$ cat config.mk
export PLATFORM = sky130hd
export DESIGN_NAME = gli_node_mem
export DESIGN_NICKNAME = d
export VERILOG_FILES = /design/src/rtl/gli_pkg.sv /design/src/rtl/gli_node_mem.sv
export SDC_FILE = /design/constraint.sdc
export NUM_CORES = 2
export LEC_CHECK = 0
export BUFFER_PORTS_ARGS = -buffer_cell sky130_fd_sc_hd__buf_2
export CAP_MARGIN = 20
export CORE_ASPECT_RATIO = 0.7
export CORE_MARGIN = 3
export CORE_UTILIZATION = 63
export CTS_CLUSTER_SIZE = 28
export DETAILED_ROUTE_END_ITERATION = 8
export GPL_ROUTABILITY_DRIVEN = 0
export PLACE_DENSITY = 0.79
export SLEW_MARGIN = 0
export SYNTH_ARGS = -nofsm -noshare
export SYNTH_HDL_FRONTEND = slang
export SYNTH_MEMORY_MAX_BITS = 65536
export SYNTH_SLANG_ARGS = --single-unit
$ cat constraint.sdc
create_clock -name i_clk -period 5.7 [get_ports i_clk]
set_clock_uncertainty 0.15 [all_clocks]
set_input_delay 1.71 -clock i_clk [delete_from_list [all_inputs] [get_ports i_clk]]
set_output_delay 1.71 -clock i_clk [all_outputs]
set_load 0.01 [all_outputs]
$ cat src/rtl/gli_pkg.sv
// ----------------------------------------------------------------------------
// gli_pkg
// Shared types and constants of the piecewise-linear gamma curve block.
// ----------------------------------------------------------------------------
package gli_pkg;

    // Default sizes of the curve store
    localparam int MAX_NODES_DEF      = 256;
    localparam int NODE_FRAC_BITS_DEF = 16;

    // Fixed field widths
    localparam int SAMPLE_W   = 32;  // signed channel sample
    localparam int DEPTH_W    = 16;  // widest input or output channel depth
    localparam int BITS_W     = 5;   // bit-depth register
    localparam int NIDX_W     = 8;   // node index field
    localparam int CFG_IDX_W  = 2;
    localparam int CFG_DATA_W = 9;

    // Register reset values
    localparam int IN_BITS_RST    = 12;
    localparam int OUT_BITS_RST   = 8;
    localparam int NODE_COUNT_RST = 33;

    // Item kinds
    localparam logic KIND_NODE  = 1'b0;
    localparam logic KIND_PIXEL = 1'b1;

    // Configuration register indexes
    typedef enum logic [CFG_IDX_W-1:0] {
        CFG_INPUT_BITS  = 2'd0,
        CFG_OUTPUT_BITS = 2'd1,
        CFG_NODE_COUNT  = 2'd2
    } t_cfg_idx;

    // Live depth settings seen by every channel
    typedef struct packed {
        logic [BITS_W-1:0]  ib;       // input bits, 1..16
        logic [BITS_W-1:0]  ob;       // output bits, 1..16
        logic [DEPTH_W-1:0] in_max;   // 2^ib - 1
        logic [DEPTH_W-1:0] out_max;  // 2^ob - 1
    } t_depth_cfg;

endpackage

$ cat src/rtl/gli_node_mem.sv
// ----------------------------------------------------------------------------
// gli_node_mem
// Curve store of one channel, split into even and odd node banks so that a
// node and its successor are read in the same cycle.
// ----------------------------------------------------------------------------
module gli_node_mem
    import gli_pkg::*;
#(
    parameter int MAX_NODES      = MAX_NODES_DEF,
    parameter int NODE_FRAC_BITS = NODE_FRAC_BITS_DEF
) (
    input  logic                         i_clk,
    input  logic                         i_en,
    input  logic                         i_we,
    input  logic [$clog2(MAX_NODES)-1:0] i_waddr,
    input  logic [NODE_FRAC_BITS:0]      i_wdata,
    input  logic [$clog2(MAX_NODES)-1:0] i_idx,
    output logic [NODE_FRAC_BITS:0]      o_c0,
    output logic [NODE_FRAC_BITS:0]      o_c1
);
    localparam int IW  = $clog2(MAX_NODES);
    localparam int W   = NODE_FRAC_BITS + 1;
    localparam int BD  = (MAX_NODES + 1) / 2;
    localparam int BAW = (BD > 1) ? $clog2(BD) : 1;

    logic [W-1:0]   r_even_mem [BD];
    logic [W-1:0]   r_odd_mem  [BD];
    logic [W-1:0]   r_even_rd;
    logic [W-1:0]   r_odd_rd;
    logic           r_par;
    logic [IW:0]    idx_p1;
    logic [BAW-1:0] even_ra;
    logic [BAW-1:0] odd_ra;
    logic [BAW-1:0] wa;

    assign idx_p1  = {1'b0, i_idx} + (IW+1)'(1);
    assign even_ra = BAW'(idx_p1[IW:1]);
    assign odd_ra  = BAW'(i_idx >> 1);
    assign wa      = BAW'(i_waddr >> 1);

    // Write a node into its bank
    always_ff @(posedge i_clk) begin
        if (i_en && i_we) begin
            if (i_waddr[0]) begin
                r_odd_mem[wa] <= i_wdata;
            end else begin
                r_even_mem[wa] <= i_wdata;
            end
        end
    end

    // Read both neighbors, hold on stall
    always_ff @(posedge i_clk) begin
        if (i_en) begin
            r_even_rd <= r_even_mem[even_ra];
            r_odd_rd  <= r_odd_mem[odd_ra];
            r_par     <= i_idx[0];
        end
    end

    assign o_c0 = r_par ? r_odd_rd  : r_even_rd;
    assign o_c1 = r_par ? r_even_rd : r_odd_rd;

endmodule

**Yosys cells after proc, flatten, opt, wreduce, memory -nomap -nowiden**

Memories as Yosys holds them, arrays and structs flattened. A register that Yosys moved wholly into a read port is not among the register bits.
Cells that the tools add are included.

- Flip-flop bits (word level): 1
- Memory bits (writable): 4352
- Bits of input ports: 36
- Word-level logic and storage cells: 13
- Memories: 2

Memory list:

| name | depth | width | read ports | clocked after memory_dff | wr ports | RTL line | RTL |
|---|---|---|---|---|---|---|---|
| r_even_mem | 128 | 17 | 1 | 1 | 1 | gli_node_mem.sv:26 | `logic [W-1:0] r_even_mem [BD];` |
| r_odd_mem | 128 | 17 | 1 | 1 | 1 | gli_node_mem.sv:27 | `logic [W-1:0] r_odd_mem [BD];` |

- $add $sub $neg: 1
- Muxes and demuxes: 8
- Reduce and logical (&&, ||, !) cells: 1

Operator list:

| kind | count |
|---|---|
| $mux 17 | 2 |
| $add 8x1->8 const B | 1 |
| $mux 1 | 6 |
| $logic_and 1x1->1 | 1 |

**Logic depth before layout (Yosys ltp)**

- Depth after elaboration: 3
- Gate-level depth with buffers: 13
- Depth with buffers taken out: 8

**Least setup slack after synthesis**

Ideal clock, no wire load.

- Path type: in2reg
- From: in i_idx[0]
- To: reg r_even_rd[4] (read register of r_even_mem) (data pin)
- Setup time: 0.275 ns
- Arrival time: 4.112 ns
- Data required time: 5.275 ns
- Slack: 1.163 ns
- Stages: 11
- Path through: ha_1 > clkbuf_1 > buf_2 > buf_2 > buf_2 > buf_2 > mux4_2 > nand2_1 > nand3_1 > a32oi_1 > nand4_1

- Word-level cells in the longest chain between the ends: 1

Ends and longest elaborated chain:

| element | RTL line | RTL |
|---|---|---|
| start: declaration | gli_node_mem.sv:17 | `input logic [$clog2(MAX_NODES)-1:0] i_idx,` |
| $add 8x1->8 | gli_node_mem.sv:36 | `assign idx_p1 = {1'b0, i_idx} + (IW+1)'(1);` |
| end: declaration | gli_node_mem.sv:28 | `logic [W-1:0] r_even_rd;` |

No other way between the ends.
A chain may end at the register's enable or synchronous reset.

**Worst setup path in the final report**

- From: in i_idx[0]
- To: reg r_even_rd[5] (read register of r_even_mem) (data pin)

The elaborated chain is that of the path after synthesis.

==> impl_metrics.py <==
metrics = {
    "drt": {
        "wirelength_mm": 471,
        "ant_nets": 0,
        "avgViaCountPerCell": 7.40,
        "vias": 86827,
        "drtIter0Drc": 16982,
        "wl_per_cell_microns": 40.2,
        "firstDrtPassIters": 7,
        "drc_errors": 0,
    },
    "floorplanning": {
        "io_pins": 70,
        "initial_core_util_pct": 63.4,
        "die-area_sq_um": 273000,
        "die_width_microns": 624,
        "die_y_microns": 438,
        "core_sq_um": 265000,
        "rows": 158,
    },
    "global_route": {
        "grt_remaining_overflow": 0,
        "grt_antenna_before_repair": 54,
        "grt_max_degree": 154,
        "grt_first_pass_wirelength_mm": 663,
        "grt_usage_pct": 34.9,
        "grt_pass1_vias": 85973,
    },
    "timing": {
        "final.setup.tns_ns": 0,
        "setup_viol_count_final": 0,
        "period_share_pct": 85.9,
        "rsz0062_at_grt": "false",
        "setup_ws_ns": 0.801,
        "period_minus_slack_ns": 4.90,
        "slew_headroom_pct": 13.8,
        "worst_hold_slack_ns": 0.855,
        "fmax_ghz": 0.204,
        "hold_violations": 0,
        "tightest_slew_ns": 1.29,
        "report.final.slew_viol_count": 0,
    },
    "finish": {
        "nets": 7914,
        "drive_gt1_share_pct": 32.4,
        "regArea_sq_um": 132000,
        "synthToLayoutAreaGrowth_pct": 12.6,
        "mostFrequentLayoutCell": "edfxtp_1",
        "final_cell_mix": "4387 x edfxtp_1, 1252 x mux4_2, 518 x buf_4",
        "utilization_pct": 71.4,
        "multi_input_area_sq_um": 35100,
        "nFillCells": 14111,
    },
    "placed_design": {
        "dp_worst_setup_slack_ns": 0.178,
        "dp_hpwl_mm": 262,
        "portBuffers": 69,
    },
    "synth": {
        "yosys_warnings": 0,
        "synth_mux_area_share_pct": 17.6,
        "synthCells": 7248,
        "synth_flop_cell": "edfxtp_1",
        "async_flop_share_pct": 0,
        "synth_cell_types": 45,
        "ys_seq_area_share_pct": 78.3,
        "avgSynthCellArea_sq_um": 23.2,
        "synthSimpleGateAreaFrac_pct": 2.09,
        "synth_edf_count": 4387,
        "yosys.area_share.adder_pct": 0.00744,
        "syn_area_sq_um": 168000,
        "synth_top_family_by_area": "multiplexers",
        "synth_compound_area_share_pct": 0.881,
        "syn_nets": 7285,
        "yosys.area_share.xor_xnor_pct": 0.0513,
        "synth_seq_cells": 4387,
    },
    "critical_path": {
        "crit_chain": "buf_2 -> ha_4 -> buf_12 -> buf_4 -> mux4_2 -> a22oi_1 -> a21oi_1 -> o21ai_0 -> a32oi_1",
        "cp_top_family": "compound AO/OA/AOI/OAI gates",
        "crit_slowest_cell": "o21ai_0",
        "required_ns": 6.18,
        "slowest_delay_ns": 0.86,
        "crit_type": "input pin to register",
        "end_kind": "register",
        "cp_max_fo": 40,
        "crit_arrival_ns": 5.38,
        "path_buf_inv": 3,
        "cp-start-kind": "input pin",
    },
    "clocking": {
        "cts_max_level": 5,
        "cts_buffers": 386,
        "clockBufferDepth": 4,
        "cts_hold_buffers": 0,
        "path_clk_slew_ns": 0.07,
        "ctsResizeCount": 0,
        "clock_sinks": 4387,
        "root_buffer": "clkbuf_16",
        "clock_latency_ns": 0.93,
        "post_cts_buffers": 0,
        "cts_tree": "built",
    },
    "power_and_ir_drop": {
        "power.total_w": 0.0665,
        "power_density_nw_per_um2": 351,
        "vdd_drop_max_mv": 0.261,
        "leakage_nw": 59.4,
    },
    "run": {
        "max_cap_viol_count": 0,
    },
    "status": {
        "run_status": "finished clean",
    },
    "worst_hold_path": {
        "hold_path_class": "register to register",
    },
}
[sequential cells by signal, indices dropped and copies added (netlist names)]
name,flops
r_even_mem,2176
r_even_rd,17
r_odd_mem,2176
r_odd_rd,17
r_par,1
[kinds of logic (layout without fill, tap and decap cells)]
| group | count (synthesis) | count (layout) |
|---|---|---|
| flip-flops | 4387 | 4387 |
| multiplexers | 1383 | 1383 |
| AND/OR/NAND/NOR | 848 | 848 |
| buffers and inverters | 414 | 1349 |
| AO/OA/AOI/OAI | 206 | 206 |
| XOR/XNOR | 9 | 9 |
| adder cells (fa/ha/maj) | 1 | 1 |
| other | 0 | 27 |
[power breakdown]
part	switching, W	internal (W)
Sequential	0.000107	0.0356
Clock	0.0117	0.0145
Combinational	0.00294	0.00179
Total	0.0147	0.0518
[stage by stage]
step           instance area (sq um)  std cells
3_3_place_gp                  177000      11007
5_1_grt                       189000      11709
6_report                      189000      11730
4_1_cts                       189000      11702
2_1_floorplan                 168000       7248
3_5_place_dp                  177000      11008
[path summary, 6_finish.rpt]
kind,startpoint,end,slack [ns],cells after the start
max,i_idx[0],r_even_rd[5],0.80,9
min,r_even_mem[50][4],r_even_rd[4],0.85,5
max reg2reg,r_odd_mem[49][1],r_odd_rd[1],2.53,6
min reg2reg,r_even_mem[50][4],r_even_rd[4],0.85,5
[routing by layer]
metal | routed length, microns | GRT usage [%]
met5 | 296 | 0
met4 | 23700 | 14.3
met3 | 77700 | 13.1
met2 | 213000 | 50.8
met1 | 156000 | 48.6
[cell usage after synthesis, types with 16 or more instances]
| cell type | instances | share of area [%] |
|---|---|---|
| edfxtp_1 | 4387 | 78 |
| mux4_2 | 1252 | 17 |
| nand2_1 | 385 | 0.86 |
| nor2_1 | 276 | 0.62 |
| buf_2 | 174 | 0.52 |
| clkbuf_1 | 172 | 0.38 |
| nand3_1 | 109 | 0.32 |
| mux2_2 | 73 | 0.49 |
| mux2i_1 | 58 | 0.35 |
| buf_1 | 51 | 0.11 |
| a31oi_1 | 46 | 0.17 |
| nand4_1 | 34 | 0.13 |
| a21oi_1 | 26 | 0.077 |
| a32oi_1 | 26 | 0.14 |
| o21ai_0 | 19 | 0.057 |
| a22oi_1 | 18 | 0.080 |
| and3_1 | 16 | 0.059 |
[worst min-delay path: stages, from the launching register on]
cell and delay [ns]:
edfxtp_1 0.32, mux4_2 0.22, nand2_1 0.07, nand3_1 0.09, nand3_1 0.10, nand4_1 0.10
[area by class of cell]
type | count | area share, %
diodes | 27 | 0.0357
inverters | 3 | 0.00594
multi-input cells | 2447 | 18.6
repair buffers | 652 | 3.03
clock buffers | 451 | 5.30
flip-flops and latches | 4387 | 69.5
clock inverters | 243 | 1.21
well taps | 3520 | 2.33
No activity file was read; power rests on OpenSTA's default activity.
