[src/rtl/gli_pkg.sv]
// ----------------------------------------------------------------------------
// gli_pkg
// Shared types and constants of the piecewise-linear gamma curve block.
// ----------------------------------------------------------------------------
package gli_pkg;

    // Default sizes of the curve store
    localparam int MAX_NODES_DEF      = 256;
    localparam int NODE_FRAC_BITS_DEF = 16;

    // Fixed field widths
    localparam int SAMPLE_W   = 32;  // signed channel sample
    localparam int DEPTH_W    = 16;  // widest input or output channel depth
    localparam int BITS_W     = 5;   // bit-depth register
    localparam int NIDX_W     = 8;   // node index field
    localparam int CFG_IDX_W  = 2;
    localparam int CFG_DATA_W = 9;

    // Register reset values
    localparam int IN_BITS_RST    = 12;
    localparam int OUT_BITS_RST   = 8;
    localparam int NODE_COUNT_RST = 33;

    // Item kinds
    localparam logic KIND_NODE  = 1'b0;
    localparam logic KIND_PIXEL = 1'b1;

    // Configuration register indexes
    typedef enum logic [CFG_IDX_W-1:0] {
        CFG_INPUT_BITS  = 2'd0,
        CFG_OUTPUT_BITS = 2'd1,
        CFG_NODE_COUNT  = 2'd2
    } t_cfg_idx;

    // Live depth settings seen by every channel
    typedef struct packed {
        logic [BITS_W-1:0]  ib;       // input bits, 1..16
        logic [BITS_W-1:0]  ob;       // output bits, 1..16
        logic [DEPTH_W-1:0] in_max;   // 2^ib - 1
        logic [DEPTH_W-1:0] out_max;  // 2^ob - 1
    } t_depth_cfg;

endpackage

[src/rtl/gli_back.sv]
// ----------------------------------------------------------------------------
// gli_back
// Interpolate between two curve nodes, scale to the output depth and
// saturate.
// ----------------------------------------------------------------------------
module gli_back
    import gli_pkg::*;
#(
    parameter int NODE_FRAC_BITS = NODE_FRAC_BITS_DEF
) (
    input  logic                    i_clk,
    input  logic                    i_en,
    input  t_depth_cfg              i_cfg,
    input  logic [DEPTH_W-1:0]      i_frac,
    input  logic [NODE_FRAC_BITS:0] i_c0,
    input  logic [NODE_FRAC_BITS:0] i_c1,
    output logic [DEPTH_W-1:0]      o_res
);
    localparam int W  = NODE_FRAC_BITS + 1;
    localparam int SW = W + DEPTH_W + 2;   // signed interpolation sum
    localparam int NW = W + DEPTH_W;       // non-negative numerator
    localparam int PW = NW + DEPTH_W;      // scaled product

    logic [DEPTH_W-1:0]  r_f;
    logic signed [W:0]   diff;
    logic signed [SW-1:0] r_p;
    logic [W-1:0]        r_c0;
    logic [SW-1:0]       c0_sh;
    logic signed [SW-1:0] sum;
    logic [NW-1:0]       r_num;
    logic [PW-1:0]       r_prod;
    logic [PW-1:0]       res;

    assign diff  = $signed({1'b0, i_c1}) - $signed({1'b0, i_c0});
    assign c0_sh = SW'(r_c0) << i_cfg.ib;
    assign sum   = $signed(c0_sh) + r_p;

    // Fraction aligned with node read; difference product; numerator; scale
    always_ff @(posedge i_clk) begin
        if (i_en) begin
            r_f    <= i_frac;
            r_p    <= SW'($signed({1'b0, r_f})) * SW'(diff);
            r_c0   <= i_c0;
            r_num  <= sum[SW-1] ? '0 : sum[NW-1:0];
            r_prod <= PW'(r_num) * PW'(i_cfg.out_max);
        end
    end

    // Drop fraction bits and saturate to output depth
    assign res   = r_prod >> (NODE_FRAC_BITS + int'(i_cfg.ib));
    assign o_res = (res > PW'(i_cfg.out_max)) ? i_cfg.out_max : res[DEPTH_W-1:0];

endmodule

[config.mk]
export PLATFORM = sky130hd
export DESIGN_NAME = gli_back
export DESIGN_NICKNAME = d
export VERILOG_FILES = /design/src/rtl/gli_pkg.sv /design/src/rtl/gli_back.sv
export SDC_FILE = /design/constraint.sdc
export NUM_CORES = 2
export LEC_CHECK = 0
export ABC_AREA = 1
export BUFFER_PORTS_ARGS = -buffer_cell sky130_fd_sc_hd__buf_2
export CORE_ASPECT_RATIO = 1.5
export CORE_MARGIN = 5
export CORE_UTILIZATION = 40
export DETAILED_ROUTE_END_ITERATION = 6
export PLACE_DENSITY = 0.61
export SLEW_MARGIN = 15
export SYNTH_ARGS = -nofsm -noshare
export SYNTH_HDL_FRONTEND = slang
export SYNTH_SLANG_ARGS = --single-unit
[constraint.sdc]
create_clock -name i_clk -period 7.1 [get_ports i_clk]
set_clock_uncertainty 0.15 [all_clocks]
set_input_delay 0.355 -clock i_clk [delete_from_list [all_inputs] [get_ports i_clk]]
set_output_delay 0.355 -clock i_clk [all_outputs]
set_load 0.005 [all_outputs]
Word-level counts from Yosys, hierarchy flattened
Index checks and enable logic that the tools add are counted.
- input bits: 94
- register bits after elaboration: 150
- logic and storage cells: 14
- add/subtract/negate cells: 3
- order comparisons: 1
- multipliers: 2
- muxes and demuxes: 1
- shift operators: 2
- operators with widths (kind ; number):
    > comparator 49 x 16 -> 1 bit ; 1
    multiplier 33 x 16 -> 49 bit ; 1
    right shift 49 x 6 -> 49 bit ; 1
    adder 35 bit ; 1
    multiplier 17 x 18 -> 35 bit ; 1
    << shifter 17 x 5 -> 35 bit ; 1
    subtractor 17 x 17 -> 18 bit ; 1
    two-way mux 16 bit ; 1
    adder 5 x 5 -> 6 bit (first input constant) ; 1

Depth between registers and ports, before layout
- depth in word-level cells: 4
- gate-level depth with buffers: 37
- depth with buffers taken out: 37

Worst setup path after synthesis
OpenSTA, ideal clock, no wires.
- kind: input -> register
- start: input port i_c0[2]
- end: register r_p[34], data pin
- path slack: -140 ps
- stages: 33
- arrival: 6838 ps
- path through: inv_1 -> ha_1 -> a21oi_1 -> o21ai_0 -> nand2_1 -> nand2_1 -> nand2_1 -> nand4_1 -> nand3_1 -> nand2_1 -> nor2_1 -> inv_1 -> fa_1 -> inv_1 -> fa_1 -> clkbuf_1 -> inv_1 -> fa_1 -> inv_1 -> fa_1 -> inv_1 -> fa_1 -> fa_1 -> inv_1 -> ha_1 -> inv_1 -> nor3_1 -> nand2_1 -> inv_1 -> a221oi_1 -> nand2_1 -> nand2_1 -> nand2_1
- cells in the longest elaborated chain, start to end: 2
- RTL lines (what ; line ; text):
    start, declared ; gli_back.sv:15 ; input logic [NODE_FRAC_BITS:0] i_c0,
    subtractor 17 x 17 -> 18 bit ; gli_back.sv:34 ; assign diff = $signed({1'b0, i_c1}) - $signed({1'b0, i_c0});
    multiplier 17 x 18 -> 35 bit ; gli_back.sv:42 ; r_p <= SW'($signed({1'b0, r_f})) * SW'(diff);
    end signal, assigned ; gli_back.sv:42 ;
    end, declared ; gli_back.sv:26 ; logic signed [SW-1:0] r_p;
No other way between the ends.
A chain may end at the register's enable or synchronous reset.

Worst setup path after layout
- start: input port i_c0[0]
- end: register r_p[29], data pin
Same word-level chain as after synthesis.

==> flow_summary.json <==
{
  "antenna_left": 0,
  "violations": "DRC",
  "clk_path_buf_depth": 2,
  "cp_data_arrival_time_ns": 6.89,
  "io_buffers": 88,
  "synth-seq-cells": 134,
  "nNetsFinal": 6491,
  "ys.flop_type": "edfxtp_1",
  "grt_pass1_vias": 36400,
  "grt.total_usage_pct": 24.2,
  "drt-initial-drc-count": 1993,
  "cts_made_buffers": 17,
  "period_minus_slack_ns": 6.81,
  "ys_types": 57,
  "dr.pass1.iters": 7,
  "synth_fa_ha_area_share_pct": 45.7,
  "gr-total-overflow": 0,
  "final_area_sq_um": 44200,
  "cp_num_buf_inv": 9,
  "core_area_sq_um": 97000,
  "max_stage_delay_ns": 0.61,
  "ioPinCount": 110,
  "ff2ff_path_depth": 23,
  "die_w_um": 265,
  "grt_max_degree": 69,
  "synth_top_family_by_area": "adder cells",
  "muxShareOfSynthArea_pct": 0.102,
  "syn_nets": 6220,
  "drive_above_1_share_pct": 11.3,
  "grt_pass1_wl_mm": 196,
  "status": "finished, violations left",
  "crit_path_end_kind": "register",
  "synth_edf_count": 134,
  "h-tree-depth": 4,
  "cp_slowest_cell": "fa_1",
  "avgRoutedWirePerCell_um": 18.6,
  "tightestPinTransition_ns": 0.947,
  "start_util_pct": 40.3,
  "maxCapViolations": 0,
  "worstSetupPathType": "primary input to register",
  "placed_area_sq_um": 43000,
  "cp-start-kind": "primary input",
  "ys_async_sr_fraction_pct": 0,
  "hold_violations": 0,
  "die_h_um": 393,
  "path_clk_slew_ns": 0.07,
  "drc": 1,
  "cpMostUsedCell": "nand2_1",
  "rows": 140,
  "crit_family": "adder cells",
  "synthCells": 5132,
  "via_count": 33800,
  "yosysWarnings": 0,
  "insertion_delay_ns": 0.49,
  "synthXorXnorAreaFrac_pct": 2.28,
  "required_ns": 7.19,
  "synth_compound_gate_area_share_pct": 6.34,
  "place_congestion": 1.00,
  "seq_area_frac_synth_pct": 10.3,
  "cp.depth": 35,
  "finalSetupViolCount": 0,
  "root_buffer": "clkbuf_16",
  "fmax_ghz": 0.147,
  "hold_class": "primary input to register",
  "min_path_cells": 2,
  "syn-cell-area_sq_um": 39100,
  "maxSlewViolCount": 0,
  "antenna_found_initial": 2,
  "wirelength_mm": 124,
  "timing.slew.headroom_pct": 36.7,
  "synth_simple_gate_area_share_pct": 21.2,
  "cts_tree": "yes",
  "fin_crit_sh_pct": 95.9,
  "syn_to_final_growth_pct": 13.1,
  "clkSinkCount": 134,
  "drt-vias-per-instance": 5.04,
  "dieArea_sq_um": 104000,
  "avgSynthCellArea_sq_um": 7.61,
  "nFillCells": 9864,
  "crit_fanout": 4,
  "rsz0062_at_grt": "true",
  "dp_hpwl_mm": 108
}
==> flip-flops by register name, indices dropped and copies added, names as in the netlist <==
name    cells
r_p        35
r_num      33
r_prod     33
r_c0       17
r_f        16
==> cell usage after synthesis, types with 4 or more instances <==
cell      count  share of area, %
fa_1        720                37
o21ai_0     147               1.9
nor3_1       22              0.28
buf_2        24              0.31
o22ai_1       6             0.096
o221ai_1      4             0.090
clkbuf_1    166               1.6
ha_1        274               8.8
a211oi_1      5             0.096
o21bai_1     18              0.35
mux2i_1       4              0.10
nor4_1        6             0.096
xnor2_1      39              0.87
nand2_1    1300                12
o21a_1       12              0.23
buf_1         8             0.077
nand3_2      10              0.26
a21oi_1     144               1.8
and3_1        5             0.080
xor2_1       61               1.4
a21boi_0      5             0.096
nand2_2      10              0.16
nand4_1      17              0.27
nor2_2       30              0.48
a21o_1       24              0.46
o211ai_1     17              0.33
buf_6         9              0.26
edfxtp_1    134                10
inv_2         4             0.038
nand3_1     243               3.1
clkinv_1      8             0.077
nor2_1      356               3.4
inv_1      1219                12
or2_2        14              0.22
a31oi_1      32              0.51
==> area by class of cell <==
class,instances,area [sq um],area share (%)
Antenna cell,1,2.50,0.00566
Clock buffer,17,425,0.962
Clock inverter,15,209,0.473
Inverter,1232,4630,10.5
Multi-Input combinational cell,3556,29900,67.6
Sequential cell,134,4020,9.10
Tap cell,1278,1600,3.62
Timing Repair Buffer,462,3440,7.78
==> layer usage <==
metal  part of all wire, %  global-route usage [%]  up-vias  wire length, um
li1                      -                       -    15900                -
met1                    34                    24.6    16500            42300
met2                    54                    46.6     1012            67300
met3                   4.3                    2.69      383             5300
met4                   7.5                    15.5        2             9380
met5                0.0056                       0        -                7
==> through the flow <==
| step | utilization [%] | setup WS [ns] | hold WS, ns | std cells | setup TNS [ns] |
|---|---|---|---|---|---|
| global placement | 44.3 | -0.438 | 0.381 | 6639 | -5.86 |
| CTS | 45.2 | 0.00412 | 0.00737 | 6693 | 0 |
| detailed placement | 44.3 | -0.472 | 0.383 | 6639 | -6.92 |
| floorplan | - | 0.0324 | 0.304 | 5132 | 0 |
| finish | 45.6 | 0.294 | 0.0444 | 6695 | 0 |
| global route | 45.6 | -0.0273 | 0.0335 | 6695 | -0.0556 |
==> kinds of logic after synthesis <==
family          Yosys count
xor+xnor                101
flops                   134
compound gates          432
mux                       4
buf+inv                1442
fa+ha+maj               994
simple gates           2025
==> final timing paths <==
path	endpoint	slack (ns)	start
worst max-delay path	r_p[29]$_DFFE_PP_	0.29	i_c0[0]
worst min-delay path	r_c0[3]$_DFFE_PP_	0.04	i_c0[3]
worst max register to register	r_prod[38]$_DFFE_PP_	0.40	r_num[9]$_SDFFCE_PP0P_
worst min register to register	r_num[6]$_SDFFCE_PP0P_	0.74	r_p[6]$_DFFE_PP_
==> cells in the final DEF (no fill, tap or decap), drive strengths merged, types with 18 or more instances in the layout <==
master | netlist | layout
dlygate4sd3 | 0 | 22
buf | 44 | 440
a31oi | 32 | 32
o21bai | 18 | 18
ha | 274 | 274
nand2 | 1311 | 1311
nor3 | 23 | 23
fa | 720 | 720
nor2 | 386 | 386
xor2 | 62 | 62
edfxtp | 134 | 134
nand3 | 255 | 255
a21oi | 144 | 144
o21ai | 152 | 152
inv | 1224 | 1225
a21o | 24 | 24
xnor2 | 39 | 39
==> worst register-to-register path, stage by stage (launching register included) <==
cell and delay (ns):
edfxtp_1 0.95, nand2_1 0.23, fa_1 0.57, inv_1 0.05, fa_1 0.48, inv_1 0.06
fa_1 0.49, inv_1 0.05, fa_1 0.54, inv_1 0.05, fa_1 0.49, inv_1 0.05
fa_1 0.43, ha_1 0.33, a21oi_1 0.20, o21ai_0 0.23, a21oi_1 0.19, o21ai_0 0.17
buf_4 0.18, a21o_1 0.17, nand2_1 0.10, nand2_1 0.06, nand2_1 0.06, nand2_1 0.13
==> timing repair <==
action | in CTS | in global routing
endpoints found under the hold margin | 22 | 0
resized for setup | 0 | 81
hold buffers | 22 | 0
endpoints found under the setup margin | 0 | 20
setup buffers | 0 | 1
Power is not shown: default switching activity piles up to over one toggle a cycle in this logic, so the estimate is an artifact.
