===== src/rtl/gli_pkg.sv =====
// ----------------------------------------------------------------------------
// gli_pkg
// Shared types and constants of the piecewise-linear gamma curve block.
// ----------------------------------------------------------------------------
package gli_pkg;

    // Default sizes of the curve store
    localparam int MAX_NODES_DEF      = 256;
    localparam int NODE_FRAC_BITS_DEF = 16;

    // Fixed field widths
    localparam int SAMPLE_W   = 32;  // signed channel sample
    localparam int DEPTH_W    = 16;  // widest input or output channel depth
    localparam int BITS_W     = 5;   // bit-depth register
    localparam int NIDX_W     = 8;   // node index field
    localparam int CFG_IDX_W  = 2;
    localparam int CFG_DATA_W = 9;

    // Register reset values
    localparam int IN_BITS_RST    = 12;
    localparam int OUT_BITS_RST   = 8;
    localparam int NODE_COUNT_RST = 33;

    // Item kinds
    localparam logic KIND_NODE  = 1'b0;
    localparam logic KIND_PIXEL = 1'b1;

    // Configuration register indexes
    typedef enum logic [CFG_IDX_W-1:0] {
        CFG_INPUT_BITS  = 2'd0,
        CFG_OUTPUT_BITS = 2'd1,
        CFG_NODE_COUNT  = 2'd2
    } t_cfg_idx;

    // Live depth settings seen by every channel
    typedef struct packed {
        logic [BITS_W-1:0]  ib;       // input bits, 1..16
        logic [BITS_W-1:0]  ob;       // output bits, 1..16
        logic [DEPTH_W-1:0] in_max;   // 2^ib - 1
        logic [DEPTH_W-1:0] out_max;  // 2^ob - 1
    } t_depth_cfg;

endpackage


===== src/rtl/gli_front.sv =====
// ----------------------------------------------------------------------------
// gli_front
// Clamp one channel sample and scale it onto the node grid; present the
// node index and fraction to the curve store.
// ----------------------------------------------------------------------------
module gli_front
    import gli_pkg::*;
#(
    parameter int MAX_NODES = MAX_NODES_DEF
) (
    input  logic                       i_clk,
    input  logic                       i_en,
    input  t_depth_cfg                 i_cfg,
    input  logic [$clog2(MAX_NODES)-1:0] i_nm1,
    input  logic signed [SAMPLE_W-1:0] i_raw,
    output logic [$clog2(MAX_NODES)-1:0] o_idx,
    output logic [DEPTH_W-1:0]         o_frac
);
    localparam int IW = $clog2(MAX_NODES);
    localparam int TW = DEPTH_W + IW;

    logic [DEPTH_W-1:0] n_v;
    logic [DEPTH_W-1:0] r_v;
    logic [TW-1:0]      r_t;
    logic [TW-1:0]      t_shift;

    // Clamp sample to 0..in_max
    always_comb begin
        if (i_raw[SAMPLE_W-1]) begin
            n_v = '0;
        end else if (i_raw[SAMPLE_W-2:DEPTH_W] != '0) begin
            n_v = i_cfg.in_max;
        end else if (i_raw[DEPTH_W-1:0] > i_cfg.in_max) begin
            n_v = i_cfg.in_max;
        end else begin
            n_v = i_raw[DEPTH_W-1:0];
        end
    end

    // Stage 1: clamped sample; stage 2: scaled position
    always_ff @(posedge i_clk) begin
        if (i_en) begin
            r_v <= n_v;
            r_t <= TW'(r_v) * TW'(i_nm1);
        end
    end

    // Split position into node index and fraction
    assign t_shift = r_t >> i_cfg.ib;
    assign o_idx   = t_shift[IW-1:0];
    assign o_frac  = r_t[DEPTH_W-1:0] & i_cfg.in_max;

endmodule


===== config.mk =====
export PLATFORM = sky130hd
export DESIGN_NAME = gli_front
export DESIGN_NICKNAME = d
export VERILOG_FILES = /design/src/rtl/gli_pkg.sv /design/src/rtl/gli_front.sv
export SDC_FILE = /design/constraint.sdc
export NUM_CORES = 1
export LEC_CHECK = 0
export ABC_AREA = 0
export BUFFER_PORTS_ARGS = -buffer_cell sky130_fd_sc_hd__buf_2
export CAP_MARGIN = 10
export CORE_MARGIN = 2
export CORE_UTILIZATION = 36
export CTS_CLUSTER_SIZE = 24
export DETAILED_ROUTE_END_ITERATION = 7
export PLACE_DENSITY = 0.66
export SLEW_MARGIN = 5
export SYNTH_ARGS = -nofsm -noshare
export SYNTH_HDL_FRONTEND = slang
export SYNTH_SLANG_ARGS = --single-unit

===== constraint.sdc =====
create_clock -name i_clk -period 10.85 [get_ports i_clk]
set_input_delay 2.17 -clock i_clk [delete_from_list [all_inputs] [get_ports i_clk]]
set_output_delay 2.17 -clock i_clk [all_outputs]
set_load 0.02 [all_outputs]

## Yosys cells after proc, flatten, opt, wreduce, memory -nomap -nowiden

Cells that the tools add are included.

| storage, ports and cells | value |
|---|---|
| output and inout port bits | 24 |
| register bits | 40 |
| input port bits | 84 |
| memory bits (writable) | 0 |
| latch bits | 0 |
| logic and storage cells | 9 |
| memories | 0 |
| ROM bits | 0 |

| cells by class | value |
|---|---|
| bitwise operators | 1 |
| mux-type cells | 2 |
| div/mod/pow operators | 0 |
| eq/ne operators | 0 |
| multiply operators | 1 |
| order comparisons | 1 |
| add/sub/neg operators | 0 |
| reduce and logical (&&, ||, !) cells | 1 |
| shift-type cells | 1 |

Operators by type and width:

| cell | count |
|---|---|
| 16-bit two-way mux | 2 |
| 16-bit by 8-bit multiplier with 24-bit output | 1 |
| 24-bit by 5-bit >> shifter with 8-bit output | 1 |
| 16-bit AND | 1 |
| 16-bit greater-than comparator | 1 |
| 15-bit nonzero test | 1 |

## Depth between registers and ports, before layout

Gate-level depths: netlist of run 1.

| depth | value |
|---|---|
| word-level depth | 3 |
| depth in mapped cells | 18 |
| depth with buffers taken out | 16 |

## Least setup slack after synthesis of run 1

Ideal clock, no wire load.

| timing | value |
|---|---|
| path type | input port to flip-flop |
| start point | in i_nm1[2] |
| end point | reg r_t[21], data pin |
| required time | 10.590 ns |
| stages on the path | 16 |
| arrival time | 6.023 ns |
| slack | 4.568 ns |
| library setup time | 0.260 ns |
| path buffers | 2 |
| cells stage by stage | clkbuf_1 and2_1 fa_1 fa_1 fa_1 inv_1 fa_1 inv_1 ha_1 buf_2 a21o_1 or3_1 o21ai_1 a21oi_1 a221oi_2 xnor2_1 |

| between the ends | value |
|---|---|
| cells in the longest elaborated chain, start to end | 1 |

Ends and longest elaborated chain:

| what | line | RTL |
|---|---|---|
| start, declared | gli_front.sv:14 | `input logic [$clog2(MAX_NODES)-1:0] i_nm1,` |
| 16-bit by 8-bit multiplier with 24-bit output | gli_front.sv:44 | `r_t <= TW'(r_v) * TW'(i_nm1);` |
| end signal, assigned | gli_front.sv:44 |  |
| end, declared | gli_front.sv:24 | `logic [TW-1:0] r_t;` |

Every way passes these cells.
A chain may end at the register's enable or synchronous reset.

## Final worst setup path of run 1

| timing | value |
|---|---|
| start point | in i_nm1[3] |
| end point | reg r_t[20], data pin |

Same word-level chain as after synthesis.

==> impl_metrics.json, run 1 <==
{
  "status": "completed",
  "ant_nets": 0,
  "fin_worst_skew_ns": 0.00275,
  "place.port_buffers": 86,
  "syn_avg_cell_area_sq_um": 9.50,
  "rr_startpoint": "r_v[5]",
  "grt_pass1_wl_microns": 27100,
  "synthCells": 750,
  "fin_nets": 1043,
  "timing.final.hold_violations": 0,
  "die_w_microns": 145,
  "critPathKind": "in2reg",
  "grt_pass1_vias": 5392,
  "max-cap-violations": 0,
  "num_rows": 51,
  "syn-num-nets": 978,
  "wl_per_cell_microns": 15.3,
  "worstSkewPairLatency_ns": 0.28,
  "drv_slew": 0,
  "synth-seq-cells": 40,
  "via_per_inst": 5.14,
  "synthesis.area_sq_um": 7120,
  "dr.pass1.iters": 5,
  "synth_warnings": 0,
  "rsz0062_at_grt": "false",
  "vias": 5555,
  "track_usage_pct": 16.2,
  "synthArstFlopShare_pct": 0,
  "root_buffer": "clkbuf_16",
  "grt.overflow.total": 0,
  "antennaDiodeCount": 0,
  "max_slew.worst_pin.slew_ns": 0.929,
  "hp-class": "reg2reg",
  "period_needed_ns": 6.62,
  "final-setup-viol-count": 0,
  "ir_drop_mv": 0.146,
  "synth-main-ff-cell": "edfxtp_1",
  "dp_hpwl_microns": 13700,
  "reg2reg_to": "r_t[20]",
  "path_clk_slew_ns": 0.06,
  "worstSetupStartpoint": "i_nm1[3]",
  "slew_headroom_pct": 38.1,
  "fin_crit_sh_pct": 61.1,
  "hold_path_end": "r_t[0]",
  "post_cts_buffers": 0,
  "cts.repair.resized": 0,
  "critPathMaxStageDelay_ns": 0.63,
  "worst_ep_arrival_time_ns": 6.73,
  "path_buf_inv": 4,
  "yosysSeqAreaShare_pct": 16.9,
  "crit_chain": "buf_2 -> nand2_1 -> fa_1 -> fa_1 -> inv_1 -> fa_1 -> inv_1 -> fa_1 -> inv_1 -> ha_1 -> nand3_1 -> o21bai_1 -> nor4_1 -> nor4_1 -> nor4b_1 -> a311oi_1",
  "fin_total_pwr_mw": 1.82,
  "syn_to_final_growth_pct": 11.9,
  "r2r_setup_slack_ns": 5.83,
  "holdPathStages": 1,
  "cts_tree": "built",
  "postLayoutCellArea_sq_um": 7970,
  "fmax_ghz": 0.151,
  "numCtsBuffers": 5,
  "drc": 0,
  "end_kind": "flip-flop",
  "clkPwrFrac_pct": 11.8,
  "startpoint_type": "primary input",
  "layout-drive-gt1-share_pct": 14.7,
  "num_io_pins": 108,
  "gp_congestion": 0.929,
  "path_common_cell": "fa_1",
  "dpl_cell_area_sq_um": 7750,
  "wl_microns": 16600,
  "setup_ws_ns": 4.23,
  "die_area_sq_um": 20900,
  "dpl_worst_slack_ns": 3.96,
  "p_leak_nw": 3.85,
  "switchingPower_uw": 840,
  "crit_required_ns": 10.95,
  "power_frac_seq_pct": 18.2,
  "synth.distinct_cells": 55,
  "core_region_area_sq_um": 19500,
  "hold_buffers": 0,
  "fp.dieH_microns": 145,
  "initial_utilization_pct": 36.6,
  "crit_family": "adder cells",
  "clkSinkCount": 40,
  "power_density_nw_per_um2": 228,
  "internal-power_uw": 980,
  "cp_max_fo": 16,
  "drt_iter0_drc": 335,
  "r2r_cells": 15,
  "fin_tns_setup_ns": 0,
  "grt_max_degree": 41,
  "antenna_found_initial": 0,
  "sw_frac_of_total_pct": 46.2,
  "combPwrFrac_pct": 70.0,
  "synth_edf_count": 40,
  "clock_path_buffers": 2,
  "critical-path-slowest-cell": "nor4_1",
  "cts_max_level": 2,
  "hold_start": "r_v[0]"
}
[metrics by stage]
stage               instances  util, %  hold WS, ns
floorplan                 750        -        0.616
global placement         1073     39.8        0.764
detailed placement       1073     39.8        0.769
CTS                      1081     41.0        0.785
global route             1081     41.0        0.833
finish                   1081     41.0        0.778
[power by group through the flow]
stage | Clock (mW) | Combinational (mW) | Sequential, mW
after floorplan | 0 | 1.01 | 0.302
after global placement | 0 | 1.26 | 0.332
after detailed placement | 0 | 1.27 | 0.334
after CTS | 0.216 | 1.28 | 0.330
after global routing | 0.223 | 1.44 | 0.336
final | 0.215 | 1.27 | 0.330
[registers in the layout, summed over array words and instances (netlist names)]
signal / count
r_t: 24
r_v: 16
[layer usage]
metal / vias up / global-route usage [%] / part of all wire, %
li1: 2613 / - / -
met1: 2785 / 23.0 / 46
met2: 145 / 28.2 / 49
met3: 12 / 1.45 / 4.2
met4: 0 / 1.53 / 0.66
met5: - / 0 / 0
[worst max-delay path by stage]
stage                          to  slack, ns  depth (start not counted)
after floorplan           r_t[21]       4.57                         16
after global placement    r_t[20]       4.00                         16
after detailed placement  r_t[20]       3.96                         16
after CTS                 r_t[20]       4.22                         16
after global routing      r_t[20]       4.02                         16
final                     r_t[20]       4.23                         16
[layout make-up]
cell class	count	area (sq um)
fill	1963	11500
multi-input combinational	559	5330
sequential	40	1200
inverter	123	462
timing repair buffer	86	430
tap	265	332
clock buffer	5	125
clock inverter	3	90.1
[cell families after synthesis]
family                     share of synthesized area [%]
and+or+nand+nor                                     19.4
buffers and inverters                               8.31
adders and majority gates                           34.1
AOI/OAI and AO/OA                                   8.73
muxes                                               10.5
DFF                                                 16.9
xor gates and xnor gates                            2.09
[synthesized netlist by cell type, types with 8 or more instances]
cell / count / area [sq um]
inv_1: 122 / 458
and2_1: 119 / 744
fa_1: 84 / 1680
ha_1: 60 / 751
nand2_1: 54 / 203
edfxtp_1: 40 / 1200
mux2i_1: 34 / 340
nor2_1: 31 / 116
a21oi_1: 28 / 140
clkbuf_1: 18 / 67.6
mux4_2: 17 / 383
o21ai_0: 15 / 75.1
xnor2_1: 11 / 96.3
a21o_1: 8 / 60.1
nor2b_1: 8 / 50.1
[placed cells by master, fill, tap and decap left out, types with 7 or more instances in the layout]
master	n
a21o_1	8
a21oi_1	28
and2_1	119
buf_2	86
edfxtp_1	40
fa_1	84
ha_1	60
inv_1	122
mux2i_1	34
mux4_2	17
nand2_1	54
nor2_1	31
nor2b_1	8
nor3_1	7
o21ai_0	15
xnor2_1	11
Note: power is estimated with default switching activity, not from simulation.
==> run 2: changes to the inputs <==
==> constraint.sdc (replaced) <==
create_clock -name i_clk -period 6.8 [get_ports i_clk]
set_input_delay 1.36 -clock i_clk [delete_from_list [all_inputs] [get_ports i_clk]]
set_output_delay 1.36 -clock i_clk [all_outputs]
set_load 0.02 [all_outputs]
==> run 2 against run 1 <==
Final cell count stayed put. Via count shrank 0.13%. Critical path depth is the same. Setup slack lost 3.2 ns. Design area fell by 0.55%. Flip-flop and latch count unchanged. Global-route usage up 0.15 points.
==> impl_metrics.json, run 2 (synthesis results as in run 1) <==
{
  "fin_nets": 1043,
  "vias": 5548,
  "dp_hpwl_microns": 13700,
  "die_area_sq_um": 20900,
  "core_region_area_sq_um": 19500,
  "r2r_setup_slack_ns": 1.82,
  "cts.repair.resized": 0,
  "ant_nets": 0,
  "grt_pass1_vias": 5458,
  "gp_congestion": 0.938,
  "use_met2_pct": 28.6,
  "clock_path_buffers": 2,
  "gr-usage-met3_pct": 2.04,
  "power_density_nw_per_um2": 359,
  "r2r_cells": 15,
  "grt.overflow.total": 0,
  "grt_max_degree": 41,
  "drc": 0,
  "use_met1_pct": 22.2,
  "postLayoutCellArea_sq_um": 7930,
  "root_buffer": "clkbuf_16",
  "cts_tree": "built",
  "final_cell_mix": "inv_1 (122), and2_1 (119), buf_2 (86)",
  "antenna_found_initial": 0,
  "rsz0062_at_grt": "false",
  "fp.dieH_microns": 145,
  "via_per_inst": 5.13,
  "end_kind": "flip-flop",
  "cp_max_fo": 16,
  "initial_utilization_pct": 36.6,
  "dr.pass1.iters": 5,
  "rr_startpoint": "r_v[5]",
  "layout-drive-gt1-share_pct": 14.7,
  "dpl_cell_area_sq_um": 7750,
  "antennaDiodeCount": 0,
  "p_leak_nw": 3.83,
  "worstSkewPairLatency_ns": 0.29,
  "grt-busiest-layer": "met2",
  "track_usage_pct": 16.4,
  "holdPathStages": 1,
  "final-setup-viol-count": 0,
  "drv_slew": 0,
  "wl_per_cell_microns": 15.4,
  "max-cap-violations": 0,
  "slew_headroom_pct": 38.8,
  "num_rows": 51,
  "regMostFlops": "r_t",
  "timing.final.hold_violations": 0,
  "syn_to_final_growth_pct": 11.3,
  "drt_iter0_drc": 420,
  "startpoint_type": "primary input",
  "final_common_cell": "inv_1",
  "die_w_microns": 145,
  "crit_required_ns": 6.91,
  "fmax_ghz": 0.174,
  "grt_pass1_wl_microns": 27200,
  "place.port_buffers": 86,
  "fin_worst_skew_ns": 0.00454,
  "post_cts_buffers": 0,
  "reg2reg_to": "r_t[20]",
  "clkSinkCount": 40,
  "hold_start": "r_v[0]",
  "worst_ep_arrival_time_ns": 5.87,
  "hold_path_end": "r_t[0]",
  "hp-class": "reg2reg",
  "ir_drop_mv": 0.229,
  "status": "completed",
  "largest_register_ffs": 24,
  "period_needed_ns": 5.76,
  "numCtsBuffers": 5,
  "wl_microns": 16700,
  "cts_max_level": 2,
  "num_io_pins": 108,
  "max_slew.worst_pin.slew_ns": 0.919,
  "fin_tns_setup_ns": 0,
  "top_regs": "r_t (24), r_v (16)",
  "fin_crit_sh_pct": 84.8,
  "path_clk_slew_ns": 0.06,
  "hold_buffers": 0,
  "critPathKind": "in2reg"
}
==> run 2: cell count changes in the layout (fill, tap and decap cells not counted) <==
cell | previous run | this run
clkinvlp_4 | 0 | 1
bufinv_16 | 3 | 1
inv_6 | 0 | 1
==> run 2: cell type report <==
class,count,area [sq um]
flip-flops and latches,40,1200
clock buffers,5,125
clock inverters,3,46.3
multi-input cells,559,5330
repair buffers,86,430
well taps,265,332
fillers,1923,11500
inverters,123,462
==> run 2: where the power goes <==
part           leakage [nW]  internal (mW)  switching (mW)
sequential            0.392          0.436          0.0923
combinational          3.35          0.881            1.15
clock                0.0804          0.175           0.106
==> run 2: worst max-delay path, stage by stage <==
cell      delay [ns]
buf_2           0.26
nand2_1         0.13
fa_1            0.52
fa_1            0.55
inv_1           0.06
fa_1            0.54
inv_1           0.07
fa_1            0.53
inv_1           0.04
ha_1            0.32
nand3_1         0.09
o21bai_1        0.31
nor4_1          0.14
nor4_1          0.57
nor4b_1         0.11
a311oi_1        0.27
==> run 2: layer usage <==
layer,share of wire [%],routed length [microns],up-vias
met3,4.0,665,17
met2,49,8160,123
li1,-,-,2617
met1,46,7660,2791
met5,0,0,-
met4,1.0,170,0
==> run 2: worst max path at each step <==
| stage | start | to | depth (start not counted) |
|---|---|---|---|
| after floorplan | i_nm1[2] | r_t[21] | 16 |
| after global placement | i_nm1[2] | r_t[20] | 16 |
| after CTS | i_nm1[2] | r_t[20] | 16 |
| final | i_nm1[2] | r_t[20] | 16 |
| after detailed placement | i_nm1[2] | r_t[20] | 16 |
| after global routing | i_nm1[2] | r_t[20] | 16 |
==> run 2: per-stage QoR <==
| stage | setup WS (ns) | power, mW | util [%] | hold slack, ns | cells |
|---|---|---|---|---|---|
| floorplan | 1.33 | 2.09 | - | 0.616 | 750 |
| global placement | 0.829 | 2.54 | 39.8 | 0.762 | 1073 |
| detailed placement | 0.752 | 2.57 | 39.8 | 0.770 | 1073 |
| CTS | 1.02 | 2.86 | 40.7 | 0.786 | 1081 |
| global route | 0.793 | 3.12 | 40.7 | 0.824 | 1081 |
| finish | 1.04 | 2.84 | 40.7 | 0.795 | 1081 |
==> run 3: changes to the inputs <==
==> constraint.sdc (replaced) <==
create_clock -name i_clk -period 5.7 [get_ports i_clk]
set_input_delay 1.14 -clock i_clk [delete_from_list [all_inputs] [get_ports i_clk]]
set_output_delay 1.14 -clock i_clk [all_outputs]
set_load 0.02 [all_outputs]
==> run 3 against run 2 <==
Clock-buffer cell count unchanged. Design area increased by 0.77%. Die area did not move. Largest cell class unchanged. Critical path depth grew 1. Global-route usage grew 0.37 points. Sequential share of layout area down 0.12 points. Largest power group unchanged. Worst hold slack got worse by 0.0098 ns. Power increased by 21%. Register-to-register slack got worse by 0.97 ns. Wire length is 1.2% higher. First-iteration DRC count decreased by 21%. Via count shrank 0.40%. Critical path type unchanged.
==> impl_metrics.json, run 3 (synthesis results as in run 1) <==
{
  "status": "completed",
  "final-setup-viol-count": 0,
  "core_region_area_sq_um": 19500,
  "numCtsBuffers": 5,
  "fin_tns_setup_ns": 0,
  "timing.final.hold_violations": 0,
  "place.port_buffers": 86,
  "ant_nets": 0,
  "switchingPower_mw": 1.62,
  "fin_util_pct": 41.0,
  "internal-power_mw": 1.82,
  "drv_slew": 0,
  "dpl_worst_slack_ns": 0.126,
  "track_usage_pct": 16.7,
  "root_buffer": "clkbuf_16",
  "clkPwrFrac_pct": 9.5,
  "period_needed_ns": 5.37,
  "setup_ws_ns": 0.330,
  "cts_max_level": 2,
  "startpoint_type": "primary input",
  "end_kind": "flip-flop",
  "fin_nets": 1051,
  "syn_to_final_growth_pct": 12.1,
  "path_clk_slew_ns": 0.06,
  "dpl_cell_area_sq_um": 7820,
  "combPwrFrac_pct": 72.0,
  "worstSkewPairLatency_ns": 0.29,
  "wl_per_cell_microns": 15.5,
  "crit_required_ns": 5.74,
  "largest_register_ffs": 24,
  "die_w_microns": 145,
  "vias": 5526,
  "cp_max_fo": 16,
  "sw_frac_of_total_pct": 47.1,
  "p_leak_nw": 3.87,
  "cts_tree": "built",
  "drt_iter0_drc": 331,
  "initial_utilization_pct": 36.6,
  "num_rows": 51,
  "dp_hpwl_microns": 13900,
  "fmax_ghz": 0.186,
  "dr.pass1.iters": 6,
  "antenna_found_initial": 0,
  "grt_pass1_wl_microns": 27800,
  "grt_pass1_vias": 5629,
  "max-cap-violations": 0,
  "via_per_inst": 5.07,
  "timing.hold.ws_ns": 0.785,
  "power_frac_seq_pct": 18.5,
  "hold_buffers": 0,
  "fp.dieH_microns": 145,
  "die_area_sq_um": 20900,
  "final_common_cell": "inv_1",
  "drc": 0,
  "clkSinkCount": 40,
  "top_regs": "r_t (24), r_v (16)",
  "hp-class": "reg2reg",
  "fin_crit_sh_pct": 94.2,
  "final_cell_mix": "inv_1 (122), and2_1 (119), buf_2 (86)",
  "max_slew.worst_pin.slew_ns": 0.909,
  "post_cts_buffers": 0,
  "clock_path_buffers": 2,
  "postLayoutCellArea_sq_um": 7990,
  "layout-drive-gt1-share_pct": 15.5,
  "cts.repair.resized": 0,
  "power_density_nw_per_um2": 431,
  "grt_max_degree": 41,
  "gp_congestion": 0.937,
  "ir_drop_mv": 0.283,
  "worst_ep_arrival_time_ns": 5.41,
  "regMostFlops": "r_t",
  "grt.overflow.total": 0,
  "dpl.cell_count": 1081,
  "instances_no_fill": 1089,
  "fin_worst_skew_ns": 0.00793,
  "slew_headroom_pct": 39.4,
  "num_io_pins": 108,
  "critPathKind": "in2reg",
  "rsz0062_at_grt": "false",
  "fin_total_pwr_mw": 3.44,
  "antennaDiodeCount": 0,
  "wl_microns": 16900
}
==> run 3: cell types whose count changed in the layout (fill, tap and decap cells not counted) <==
cell / before / now
buf_4: 0 / 8
clkinv_4: 0 / 2
clkinvlp_4: 1 / 0
inv_6: 1 / 0
==> run 3: final timing paths <==
path            start  endpoint  cells after the start  slack, ns
max          i_nm1[7]   r_t[22]                     17       0.33
max reg2reg   r_v[12]   r_t[22]                     16       0.85
min            r_v[0]    r_t[0]                      1       0.79
min reg2reg    r_v[0]    r_t[0]                      1       0.79
==> run 3: final cells by class <==
class	count	area (sq um)
fill	1927	11500
multi-input combinational	559	5330
sequential	40	1200
timing repair buffer	94	490
inverter	123	462
tap	265	332
clock buffer	5	125
clock inverter	3	47.5
==> run 3: layer usage <==
metal / global-route usage [%] / part of all wire [%] / vias up
li1: - / - / 2630
met1: 22.6 / 45 / 2731
met2: 28.9 / 48 / 137
met3: 2.20 / 4.3 / 28
met4: 3.53 / 2.2 / 0
met5: 0 / 0 / -
==> run 3: power groups by stage <==
stage               registers, mW  clock network [mW]  logic (mW)
floorplan                   0.575                   0        1.91
global placement            0.636                   0        2.44
detailed placement          0.639                   0        2.47
CTS                         0.633               0.332        2.50
global route                0.646               0.345        2.82
finish                      0.635               0.328        2.48
==> run 3: worst max-delay path, stage by stage <==
cell and delay (ns):
buf_2 0.20, and2_1 0.22, fa_1 0.54, inv_1 0.06, fa_1 0.53, inv_1 0.05
fa_1 0.52, inv_1 0.05, fa_1 0.52, inv_1 0.04, ha_1 0.35, nand4_1 0.14
nor3_1 0.25, o211ai_1 0.24, a31oi_1 0.25, o22ai_1 0.13, xnor2_1 0.16
